`src/design/djs_pkg.sv`:
```
// ----------------------------------------------------------------------------
// djs_pkg
// Shared types and constants for the duplicate-refusing job stack.
// ----------------------------------------------------------------------------
package djs_pkg;

  localparam int unsigned JOB_ID_W  = 6;
  localparam int unsigned JOB_SPACE = 1 << JOB_ID_W;
  localparam int unsigned LEVEL_W   = 8;
  localparam int unsigned CFG_IDX_W = 2;
  localparam int unsigned CFG_W     = 8;

  localparam logic [LEVEL_W-1:0] COUNT_MAX     = 8'd255;
  localparam logic [CFG_W-1:0]   LIMIT_RESET   = 8'd10;
  localparam logic [CFG_W-1:0]   WINDOW_RESET  = 8'd5;

  typedef enum logic [1:0] {
    MODE_POST = 2'd0,
    MODE_TAKE = 2'd1,
    MODE_TICK = 2'd2,
    MODE_RSVD = 2'd3
  } mode_e;

  typedef enum logic [CFG_IDX_W-1:0] {
    CFG_OVERLOAD_LIMIT = 2'd0,
    CFG_QUIET_WINDOW   = 2'd1,
    CFG_UNUSED2        = 2'd2,
    CFG_UNUSED3        = 2'd3
  } cfg_idx_e;

  typedef enum logic [1:0] {
    ST_CLEAR = 2'd0,
    ST_IDLE  = 2'd1,
    ST_EXEC  = 2'd2
  } state_e;

  typedef struct packed {
    logic reject;
    logic tick;
  } watch_evt_t;

  typedef struct packed {
    logic               fatal;
    logic               fatal_next;
    logic [LEVEL_W-1:0] level;
    logic [LEVEL_W-1:0] level_next;
  } watch_stat_t;

endpackage

```
`src/design/djs_ram.sv`:
```
// ----------------------------------------------------------------------------
// djs_ram
// Simple dual-port synchronous RAM, one write and one registered read port.
// ----------------------------------------------------------------------------
module djs_ram #(
  parameter int unsigned DEPTH = 64,
  parameter int unsigned WIDTH = 6
) (
  input  logic                     clk_i,
  input  logic                     we_i,
  input  logic [$clog2(DEPTH)-1:0] waddr_i,
  input  logic [WIDTH-1:0]         wdata_i,
  input  logic                     re_i,
  input  logic [$clog2(DEPTH)-1:0] raddr_i,
  output logic [WIDTH-1:0]         rdata_o
);

  logic [WIDTH-1:0] mem [DEPTH];
  logic [WIDTH-1:0] rdata_q;

  always_ff @(posedge clk_i) begin
    if (we_i) begin
      mem[waddr_i] <= wdata_i;
    end
  end

  always_ff @(posedge clk_i) begin
    if (re_i) begin
      rdata_q <= mem[raddr_i];
    end
  end

  assign rdata_o = rdata_q;

endmodule

```
`src/design/djs_watch.sv`:
```
// ----------------------------------------------------------------------------
// djs_watch
// Overload counter, quiet-window aging, sticky fatal flag and config regs.
// ----------------------------------------------------------------------------
module djs_watch
  import djs_pkg::*;
(
  input  logic                 clk_i,
  input  logic                 rst_ni,
  input  logic                 cfg_valid_i,
  input  logic [CFG_IDX_W-1:0] cfg_index_i,
  input  logic [CFG_W-1:0]     cfg_data_i,
  input  watch_evt_t           evt_i,
  output watch_stat_t          stat_o
);

  logic [CFG_W-1:0]   limit_q, window_q;
  logic [LEVEL_W-1:0] cnt_q, cnt_d, last_q, last_d, age_q, age_d;
  logic [LEVEL_W-1:0] cnt_inc, age_inc;
  logic               fatal_q, fatal_d;

  always_ff @(posedge clk_i or negedge rst_ni) begin
    if (!rst_ni) begin
      limit_q  <= LIMIT_RESET;
      window_q <= WINDOW_RESET;
    end else if (cfg_valid_i) begin
      unique case (cfg_idx_e'(cfg_index_i))
        CFG_OVERLOAD_LIMIT: limit_q  <= cfg_data_i;
        CFG_QUIET_WINDOW:   window_q <= cfg_data_i;
        default: ;
      endcase
    end
  end

  always_comb begin
    cnt_d   = cnt_q;
    last_d  = last_q;
    age_d   = age_q;
    fatal_d = fatal_q;
    cnt_inc = (cnt_q != COUNT_MAX) ? cnt_q + LEVEL_W'(1) : cnt_q;
    age_inc = (age_q != COUNT_MAX) ? age_q + LEVEL_W'(1) : age_q;
    if (evt_i.reject) begin
      cnt_d = cnt_inc;
      if (cnt_inc > limit_q) begin
        fatal_d = 1'b1;
      end
    end else if (evt_i.tick && cnt_q != '0) begin
      if (last_q != cnt_q) begin
        last_d = cnt_q;
        age_d  = '0;
      end else if (age_inc > window_q) begin
        cnt_d  = '0;
        last_d = '0;
        age_d  = '0;
      end else begin
        age_d = age_inc;
      end
    end
  end

  always_ff @(posedge clk_i or negedge rst_ni) begin
    if (!rst_ni) begin
      cnt_q   <= '0;
      last_q  <= '0;
      age_q   <= '0;
      fatal_q <= 1'b0;
    end else begin
      cnt_q   <= cnt_d;
      last_q  <= last_d;
      age_q   <= age_d;
      fatal_q <= fatal_d;
    end
  end

  assign stat_o.fatal      = fatal_q;
  assign stat_o.fatal_next = fatal_d;
  assign stat_o.level      = cnt_q;
  assign stat_o.level_next = cnt_d;

endmodule

```
`src/design/djs_ctrl.sv`:
```
// ----------------------------------------------------------------------------
// djs_ctrl
// Request sequencer: pending-bit and stack memories, read-modify-write,
// stack pointer and result register.
// ----------------------------------------------------------------------------
module djs_ctrl
  import djs_pkg::*;
#(
  parameter int unsigned JOB_COUNT = 64
) (
  input  logic                clk_i,
  input  logic                rst_ni,
  input  logic                in_valid_i,
  output logic                in_ready_o,
  input  logic [1:0]          mode_i,
  input  logic [JOB_ID_W-1:0] job_id_i,
  output logic                out_valid_o,
  input  logic                out_ready_i,
  output logic                accepted_o,
  output logic                rejected_busy_o,
  output logic                fatal_o,
  output logic                popped_valid_o,
  output logic [JOB_ID_W-1:0] popped_job_o,
  output logic [LEVEL_W-1:0]  overload_level_o,
  output watch_evt_t          evt_o,
  input  watch_stat_t         stat_i
);

  localparam int unsigned Depth = (JOB_COUNT < JOB_SPACE) ? JOB_COUNT : JOB_SPACE;
  localparam int unsigned AddrW = $clog2(Depth);
  localparam int unsigned FillW = $clog2(Depth + 1);
  localparam logic [JOB_ID_W:0] JobLimit = (JOB_ID_W + 1)'(Depth);
  localparam logic [AddrW-1:0]  LastAddr = AddrW'(Depth - 1);
  localparam logic [FillW-1:0]  FillFull = FillW'(Depth);

  state_e              state_q, state_d;
  mode_e               mode_q, mode_d;
  logic [JOB_ID_W-1:0] job_q, job_d;
  logic [FillW-1:0]    fill_q, fill_d;
  logic [AddrW-1:0]    clr_q, clr_d;

  logic                out_valid_q, out_valid_d;
  logic                acc_q, acc_d, rej_q, rej_d, fatal_q, fatal_d, pv_q, pv_d;
  logic [JOB_ID_W-1:0] pj_q, pj_d;
  logic [LEVEL_W-1:0]  lvl_q, lvl_d;

  logic                pend_we, pend_re;
  logic [AddrW-1:0]    pend_waddr, pend_raddr;
  logic [0:0]          pend_wdata, pend_rdata;
  logic                stk_we, stk_re;
  logic [AddrW-1:0]    stk_waddr, stk_raddr;
  logic [JOB_ID_W-1:0] stk_rdata;

  logic                in_fire, slot_free, in_range;

  djs_ram #(.DEPTH(Depth), .WIDTH(1)) u_pend_ram (
    .clk_i   (clk_i),
    .we_i    (pend_we),
    .waddr_i (pend_waddr),
    .wdata_i (pend_wdata),
    .re_i    (pend_re),
    .raddr_i (pend_raddr),
    .rdata_o (pend_rdata)
  );

  djs_ram #(.DEPTH(Depth), .WIDTH(JOB_ID_W)) u_stack_ram (
    .clk_i   (clk_i),
    .we_i    (stk_we),
    .waddr_i (stk_waddr),
    .wdata_i (job_q),
    .re_i    (stk_re),
    .raddr_i (stk_raddr),
    .rdata_o (stk_rdata)
  );

  assign in_ready_o = (state_q == ST_IDLE);
  assign in_fire    = in_valid_i && in_ready_o;
  assign slot_free  = !out_valid_q || out_ready_i;
  assign in_range   = {1'b0, job_q} < JobLimit;

  assign pend_re    = in_fire;
  assign pend_raddr = job_id_i[AddrW-1:0];
  assign stk_re     = in_fire;
  assign stk_raddr  = AddrW'(fill_q - FillW'(1));
  assign stk_waddr  = fill_q[AddrW-1:0];

  always_comb begin
    state_d     = state_q;
    mode_d      = mode_q;
    job_d       = job_q;
    fill_d      = fill_q;
    clr_d       = clr_q;
    out_valid_d = out_valid_q && !out_ready_i;
    acc_d       = acc_q;
    rej_d       = rej_q;
    fatal_d     = fatal_q;
    pv_d        = pv_q;
    pj_d        = pj_q;
    lvl_d       = lvl_q;
    pend_we     = 1'b0;
    pend_waddr  = clr_q;
    pend_wdata  = 1'b0;
    stk_we      = 1'b0;
    evt_o       = '0;

    unique case (state_q)
      ST_CLEAR: begin
        pend_we = 1'b1;
        clr_d   = clr_q + AddrW'(1);
        if (clr_q == LastAddr) begin
          state_d = ST_IDLE;
        end
      end
      ST_IDLE: begin
        if (in_fire) begin
          mode_d  = mode_e'(mode_i);
          job_d   = job_id_i;
          state_d = ST_EXEC;
        end
      end
      ST_EXEC: begin
        if (slot_free) begin
          acc_d = 1'b0;
          rej_d = 1'b0;
          pv_d  = 1'b0;
          pj_d  = '0;
          if (!stat_i.fatal) begin
            unique case (mode_q)
              MODE_POST: begin
                if (in_range) begin
                  if (pend_rdata[0]) begin
                    evt_o.reject = 1'b1;
                    rej_d        = 1'b1;
                  end else if (fill_q < FillFull) begin
                    pend_we    = 1'b1;
                    pend_waddr = job_q[AddrW-1:0];
                    pend_wdata = 1'b1;
                    stk_we     = 1'b1;
                    fill_d     = fill_q + FillW'(1);
                    acc_d      = 1'b1;
                  end
                end
              end
              MODE_TAKE: begin
                if (fill_q != '0) begin
                  pend_we    = 1'b1;
                  pend_waddr = stk_rdata[AddrW-1:0];
                  pend_wdata = 1'b0;
                  fill_d     = fill_q - FillW'(1);
                  pv_d       = 1'b1;
                  pj_d       = stk_rdata;
                end
              end
              MODE_TICK: evt_o.tick = 1'b1;
              default: ;
            endcase
          end
          fatal_d     = stat_i.fatal_next;
          lvl_d       = stat_i.level_next;
          out_valid_d = 1'b1;
          state_d     = ST_IDLE;
        end
      end
      default: state_d = ST_IDLE;
    endcase
  end

  always_ff @(posedge clk_i or negedge rst_ni) begin
    if (!rst_ni) begin
      state_q     <= ST_CLEAR;
      fill_q      <= '0;
      clr_q       <= '0;
      out_valid_q <= 1'b0;
    end else begin
      state_q     <= state_d;
      fill_q      <= fill_d;
      clr_q       <= clr_d;
      out_valid_q <= out_valid_d;
    end
  end

  always_ff @(posedge clk_i) begin
    mode_q  <= mode_d;
    job_q   <= job_d;
    acc_q   <= acc_d;
    rej_q   <= rej_d;
    fatal_q <= fatal_d;
    pv_q    <= pv_d;
    pj_q    <= pj_d;
    lvl_q   <= lvl_d;
  end

  assign out_valid_o      = out_valid_q;
  assign accepted_o       = acc_q;
  assign rejected_busy_o  = rej_q;
  assign fatal_o          = fatal_q;
  assign popped_valid_o   = pv_q;
  assign popped_job_o     = pj_q;
  assign overload_level_o = lvl_q;

endmodule

```
`src/design/dedup_job_stack_with_overload_watch_unit.sv`:
```
// ----------------------------------------------------------------------------
// dedup_job_stack_with_overload_watch_unit
// LIFO job stack that refuses duplicate posts, with overload watchdog.
// ----------------------------------------------------------------------------
// Per request (post, take or tick), the pending-bit and
// stack memories are read on acceptance and written back, with the result
// registered, in the execute state, which waits until the held result is taken.
// One result per request; the next request is taken while a result waits.
// After reset a clearing pass zeroes all min(JOB_COUNT, 64) pending-bit
// entries, during which no request is taken; config writes are always
// taken and must only be issued while the block is idle.
module dedup_job_stack_with_overload_watch_unit
  import djs_pkg::*;
#(
  parameter int unsigned JOB_COUNT = 64
) (
  input  logic                 clk_i,
  input  logic                 rst_ni,
  input  logic                 in_valid_i,
  output logic                 in_ready_o,
  input  logic [1:0]           mode_i,
  input  logic [JOB_ID_W-1:0]  job_id_i,
  output logic                 out_valid_o,
  input  logic                 out_ready_i,
  output logic                 accepted_o,
  output logic                 rejected_busy_o,
  output logic                 fatal_o,
  output logic                 popped_valid_o,
  output logic [JOB_ID_W-1:0]  popped_job_o,
  output logic [LEVEL_W-1:0]   overload_level_o,
  input  logic                 cfg_valid_i,
  output logic                 cfg_ready_o,
  input  logic [CFG_IDX_W-1:0] cfg_index_i,
  input  logic [CFG_W-1:0]     cfg_data_i
);

  watch_evt_t  evt;
  watch_stat_t stat;

  assign cfg_ready_o = 1'b1;

  djs_watch u_watch (
    .clk_i       (clk_i),
    .rst_ni      (rst_ni),
    .cfg_valid_i (cfg_valid_i),
    .cfg_index_i (cfg_index_i),
    .cfg_data_i  (cfg_data_i),
    .evt_i       (evt),
    .stat_o      (stat)
  );

  djs_ctrl #(.JOB_COUNT(JOB_COUNT)) u_ctrl (
    .clk_i            (clk_i),
    .rst_ni           (rst_ni),
    .in_valid_i       (in_valid_i),
    .in_ready_o       (in_ready_o),
    .mode_i           (mode_i),
    .job_id_i         (job_id_i),
    .out_valid_o      (out_valid_o),
    .out_ready_i      (out_ready_i),
    .accepted_o       (accepted_o),
    .rejected_busy_o  (rejected_busy_o),
    .fatal_o          (fatal_o),
    .popped_valid_o   (popped_valid_o),
    .popped_job_o     (popped_job_o),
    .overload_level_o (overload_level_o),
    .evt_o            (evt),
    .stat_i           (stat)
  );

endmodule

```
`config.mk`:
```
export PLATFORM = sky130hd
export DESIGN_NAME = dedup_job_stack_with_overload_watch_unit
export DESIGN_NICKNAME = d
export VERILOG_FILES = /design/src/design/djs_pkg.sv /design/src/design/djs_ram.sv /design/src/design/djs_watch.sv /design/src/design/djs_ctrl.sv /design/src/design/dedup_job_stack_with_overload_watch_unit.sv
export SDC_FILE = /design/constraint.sdc
export NUM_CORES = 1
export LEC_CHECK = 0
export CAP_MARGIN = 10
export CELL_PAD_IN_SITES_DETAIL_PLACEMENT = 1
export CELL_PAD_IN_SITES_GLOBAL_PLACEMENT = 2
export CORE_MARGIN = 1
export CORE_UTILIZATION = 35
export DETAILED_ROUTE_END_ITERATION = 16
export DONT_BUFFER_PORTS = 1
export GPL_ROUTABILITY_DRIVEN = 1
export PLACE_DENSITY_LB_ADDON = 0.12
export SLEW_MARGIN = 10
export SYNTH_ARGS = -nofsm -noshare
export SYNTH_HDL_FRONTEND = slang
export SYNTH_SLANG_ARGS = --single-unit
```
`constraint.sdc`:
```
create_clock -name clk_i -period 3.9 [get_ports clk_i]
set_clock_uncertainty 0.2 [all_clocks]
set_input_delay 0.78 -clock clk_i [delete_from_list [all_inputs] [get_ports clk_i]]
set_output_delay 0.78 -clock clk_i [all_outputs]
set_load 0.1 [all_outputs]
```
======== Word level (Yosys, flattened, before mapping) ========
Memories as Yosys holds them, arrays and structs flattened. A register that Yosys moved wholly into a read port is not among the register bits.
Index checks and enable logic that the tools add are counted.
cells by class
  add/sub/neg operators ................... 5
  magnitude comparators ................... 3
  equality and inequality tests ........... 15
  mux-type cells .......................... 50
  bitwise gates (word level) .............. 4
  reduce and logical (&&, ||, !) cells .... 23
operators by type and width
  kind                   count
  $mux W8                10
  $mux W6                6
  $mux W7                3
  $mux W1                20
  $add A8 B1 Y8 const B  2
  $gt A8 B8 Y1           2
  $ne A8 B8 Y1 const B   2
  $pmux W7 S2            1
  $mux W2                6
  $pmux W6 S2            1
  $reduce_and A2 Y1      5
  $ne A2 B1 Y1 const B   4
  $ne A8 B8 Y1           1
  $reduce_bool A8 Y1     1
  $add A7 B1 Y7 const B  1
  $lt A7 B7 Y1 const B   1
  $reduce_and A7 Y1      1
  $reduce_bool A7 Y1     1
  $sub A7 B1 Y7 const B  1
  $add A6 B1 Y6 const B  1
  $eq A2 B1 Y1 const B   3
  $eq A6 B6 Y1 const B   1
  $logic_not A2 Y1       3
  $pmux W2 S3            1
  other kinds (11)       22
storage, ports and cells
  register bits after elaboration ......... 83
  RAM bits ................................ 448
  input bits .............................. 23
  output and inout port bits .............. 21
  logic and storage cells ................. 120
  memories ................................ 2
memory list
  memory                  depth  bits a word  rd ports  clocked after Yosys merged registers in  wr ports  line           text
  u_ctrl.u_stack_ram.mem  64     6            1         1                                        1         djs_ram.sv:18  logic [WIDTH-1:0] mem [DEPTH];
  u_ctrl.u_pend_ram.mem   64     1            1         1                                        1         djs_ram.sv:18

======== Depth between registers and ports, before layout ========
  depth after elaboration ................. 9
  depth in mapped cells ................... 16
  mapped depth without buffers ............ 12

======== Hierarchy ========
From an unflattened synthesis, not the netlist that was laid out.
unflattened totals
  cells, all modules ...................... 1351
  area total of the unflattened synthesis .. 22865.7 um2
by module, submodules not included
  module                                    times used  cells each  area an instance (um2)  seq. area each (um2)
  djs_ram (u_ctrl.u_stack_ram)              1           720         15285.9                 11711.2
  djs_ram (u_ctrl.u_pend_ram)               1           205         2946.6                  1951.9
  djs_watch                                 1           272         2603.7                  1031.0
  djs_ctrl                                  1           152         2018.2                  1181.1
  dedup_job_stack_with_overload_watch_unit  1           2           11.3                    0.0

======== Worst setup path after synthesis ========
OpenSTA, ideal clock, no wires.
  path kind ............................... flip-flop to flip-flop
  start ................................... reg u_ctrl.out_valid_q (netlist: u_ctrl.out_valid_o)
  end ..................................... mem u_ctrl.u_stack_ram.mem[13][0] (enable)
  library setup time ...................... 0.351 ns
  arrival ................................. 3.511 ns
  data required time ...................... 3.349 ns
  path slack .............................. -0.161 ns
  stages on the path, launching flop included .. 7
  buffers on the path ..................... 1
  clock period less this slack ............ 4.061 ns
  path through ............................ dfrtp_1 > nor2b_1 > nor3_1 > and2_1 > buf_1 > nand4_1 > nor2_1
on the way
  word-level cells in the longest chain between the ends .. 6
RTL lines
  item                           line             text
  start, declared                djs_ctrl.sv:42   logic out_valid_q, out_valid_d;
  start signal, assigned         djs_ctrl.sv:178  out_valid_q <= out_valid_d;
  $logic_not A1 Y1               djs_ctrl.sv:78   assign slot_free = !out_valid_q || out_ready_i;
  $logic_or A1 B1 Y1             djs_ctrl.sv:78
  $mux W1                        djs_ctrl.sv:122  if (slot_free) begin
  $mux W1                        djs_ctrl.sv:106  unique case (state_q)
  net u_ctrl.pend_wdata          djs_ctrl.sv:49   logic [0:0] pend_wdata, pend_rdata;
  $mux W1                        djs_ram.sv:22    if (we_i) begin
  $mux W1 (implied by the code)  djs_ram.sv:23    mem[waddr_i] <= wdata_i;
  end, declared                  djs_ram.sv:18
The timed path passes the listed nets, and every way through them passes these cells.

==> flow_summary.toml <==
[status]
outcome = "complete, no violations"

[final_layout]
final_nets = 1509
area_growth_pct = 14.1
fin_area_mm2 = 0.0259
n_fill_cell = 6354
antenna_cells = 0
multi_input_area_mm2 = 0.00641
seq_area_mm2 = 0.0159
layout-drive-gt1-share_pct = 19.3

[critical_path]
worstSetupPathType = "flip-flop to flip-flop"
cp.arrival_ns = 3.72
crit_path_end_kind = "flip-flop"
cp-start-kind = "flip-flop"
cp.required_ns = 4.01
worstPathMaxFanout = 8

[clocking]
hold_buffers = 2
postCtsResizedCells = 0
post_cts_buffers = 0
h-tree-depth = 2
cts_inserted_buffers = 58
cts_root_buf = "clkbuf_16"
path_clk_slew_ns = 0.06
cts.sinks = 538
clock_path_buffers = 3
cts_tree = "yes"
clock_latency_ns = 0.62

[pwr]
power_leakage_uw = 0.00844
switchingPower_uw = 6680
cellPowerDensity_mw_per_mm2 = 739
ir_worst_vdd_mv = 0.536
clkPwrFrac_pct = 28.6
pwr-share-comb_pct = 32.4
p_int_uw = 12400
swShare_pct = 34.9
p_seq_share_pct = 39.0

[placement]
dp_hpwl_mm = 37.8
place_worst_setup_slack_ns = 0.266
place_area_mm2 = 0.0240
io_buffers = 0
gp_congestion = 0.796

[synth]
yosysMostFrequentCell = "edfxtp_1"
yosysTopAreaCellShare_pct = 63.6
ys_seq_area_share_pct = 69.9
synth-async-reset-ratio_pct = 10.6
synthTopCellsByArea = "edfxtp_1, mux4_2, dfrtp_1"
yosys.area.top_type = "edfxtp_1"
yosys-top-cells-count = "edfxtp_1, nor2_1, mux4_2, nand2_1, dfrtp_1"
yosys_register_bits = 538
ys.flop_type = "edfxtp_1"
syn_area_mm2 = 0.0227
ys_types = 65
ys_warn_count = 0
postSynthCellCount = 1412
synth_edf_count = 481
synth_nets = 1457
avgSynthCellArea_um2 = 16.1

[floorplanning]
die_x_um = 257
initial_core_util_pct = 35.7
fp.coreArea_mm2 = 0.0635
die_h_um = 257
rows = 92
dieArea_mm2 = 0.0659
ios = 44

[timing]
setup_violations = 0
slew_headroom_pct = 31.6
grt_setup_unrepaired = "no"
min_period_ns = 3.61
tightest_slew_ns = 1.03
fmax_ghz = 0.277
finalMaxSlewViolations = 0
fin_hold_ws_ns = 0.0554
worst_slack_ns = 0.293
post-route-period-util_pct = 92.5
hold_viol = 0
tns_ns = 0

[grt]
grt_max_degree = 83
antenna_found_initial = 0
grt_pass1_wl_mm = 89.6
grt_pass1_vias = 13300
grt_overflow = 0
gr-usage-all-layers_pct = 18.3

[detailed_routing]
drc = 0
ant_nets = 0
wl_met2_mm = 28.9
wl_met1_mm = 27.3
via_count = 12400
vias_per_cell = 5.25
drt-total-wl_mm = 59.2
dr_wl_met3_mm = 1.86
drtPass1Iterations = 5
routedWlPerCell_um = 25.1
top_layer = "met4"
drt_iter0_markers = 849

[min_path]
hold_path_class = "primary input to flip-flop"

[run]
maxCapViolations = 0
cells in the final DEF, fill, tap and decap left out, types with 33 or more instances in the layout:
cell type / synthesis / final
a21oi_1: 44 / 44
buf_4: 2 / 59
clkbuf_16: 0 / 59
dfrtp_1: 53 / 52
edfxtp_1: 481 / 481
inv_1: 33 / 33
mux4_2: 116 / 116
nand2_1: 104 / 104
nand3_1: 43 / 43
nor2_1: 161 / 160
o21ai_0: 41 / 41
through the flow:
step	utilization, %	cells	power [uW]
5_1_grt	40.7	2355	20100
2_1_floorplan	-	1412	11600
6_report	40.7	2355	19100
4_1_cts	40.7	2355	19400
3_5_place_dp	37.8	2248	13900
3_3_place_gp	37.8	2248	13800
worst max-delay path, cell delays in order, from the launching register on:
cell and delay [ns]:
dfrtp_1 0.44, ha_1 0.29, and3_1 0.26, nand3_1 0.27
nand4_1 0.25, xnor2_1 0.10, ha_1 0.32, o211ai_1 0.10
a21oi_1 0.17, o22ai_1 0.14, o21ai_1 0.54, o211ai_1 0.21
sequential cells by signal, indices dropped and copies added, names as in the netlist, 2 cells and up:
signal and count:
u_watch.window_q 8, u_ctrl.u_stack_ram.rdata_o 6, u_ctrl.fill_q 7, u_watch.cnt_q 8, u_ctrl.popped_job_o 6, u_ctrl.state_q 2, u_watch.age_q 8, u_ctrl.u_stack_ram.mem 384
u_ctrl.clr_q 6, u_ctrl.overload_level_o 8, u_ctrl.mode_q 2, u_watch.last_q 8, u_ctrl.u_pend_ram.mem 64, u_ctrl.job_q 6, u_watch.limit_q 8
final timing paths:
kind / startpoint / end / slack [ns] / cells past startpoint
max in group asynchronous: rst_ni / u_watch.limit_q[3] / 2.62 / 2
hold / removal: job_id_i[2] / u_ctrl.job_q[2] / 0.06 / 0
setup / recovery: u_watch.age_q[0] / u_ctrl.overload_level_o[3] / 0.29 / 11
min in group asynchronous: rst_ni / u_watch.age_q[7] / 0.57 / 2
setup reg to reg: u_watch.age_q[0] / u_ctrl.overload_level_o[3] / 0.29 / 11
hold reg to reg: u_watch.window_q[1] / u_watch.window_q[1] / 0.31 / 1
logic make-up after synthesis:
family / after synthesis / synth area share [%]
other: 1 / 0.0165
and+or+nand+nor: 412 / 8.36
xor gates and xnor gates: 30 / 1.16
adders and majority gates: 22 / 1.21
muxes: 150 / 13.1
DFF: 538 / 69.9
buffers and inverters: 106 / 1.99
AOI/OAI and AO/OA: 153 / 4.26
power groups by stage:
stage	combinational, uW	clock (uW)	sequential (uW)
after floorplan	4150	0	7500
after detailed placement	6270	0	7590
after global placement	6220	0	7580
after CTS	6320	5620	7470
final	6190	5470	7470
after global routing	6750	5810	7510
area by class of cell:
| cell class | instances | area share, % |
|---|---|---|
| timing repair buffer | 65 | 2.16 |
| sequential | 538 | 61.3 |
| tap | 846 | 4.09 |
| clock inverter | 38 | 1.36 |
| multi-input combinational | 768 | 24.8 |
| clock buffer | 67 | 5.82 |
| inverter | 33 | 0.478 |
per-layer routing:
metal,GRT usage (%),up-vias
met1,25.4,6544
met2,30.1,184
li1,-,5565
met4,4.83,0
met3,2.39,72
met5,0,-
(Power assumes the default switching activity.)
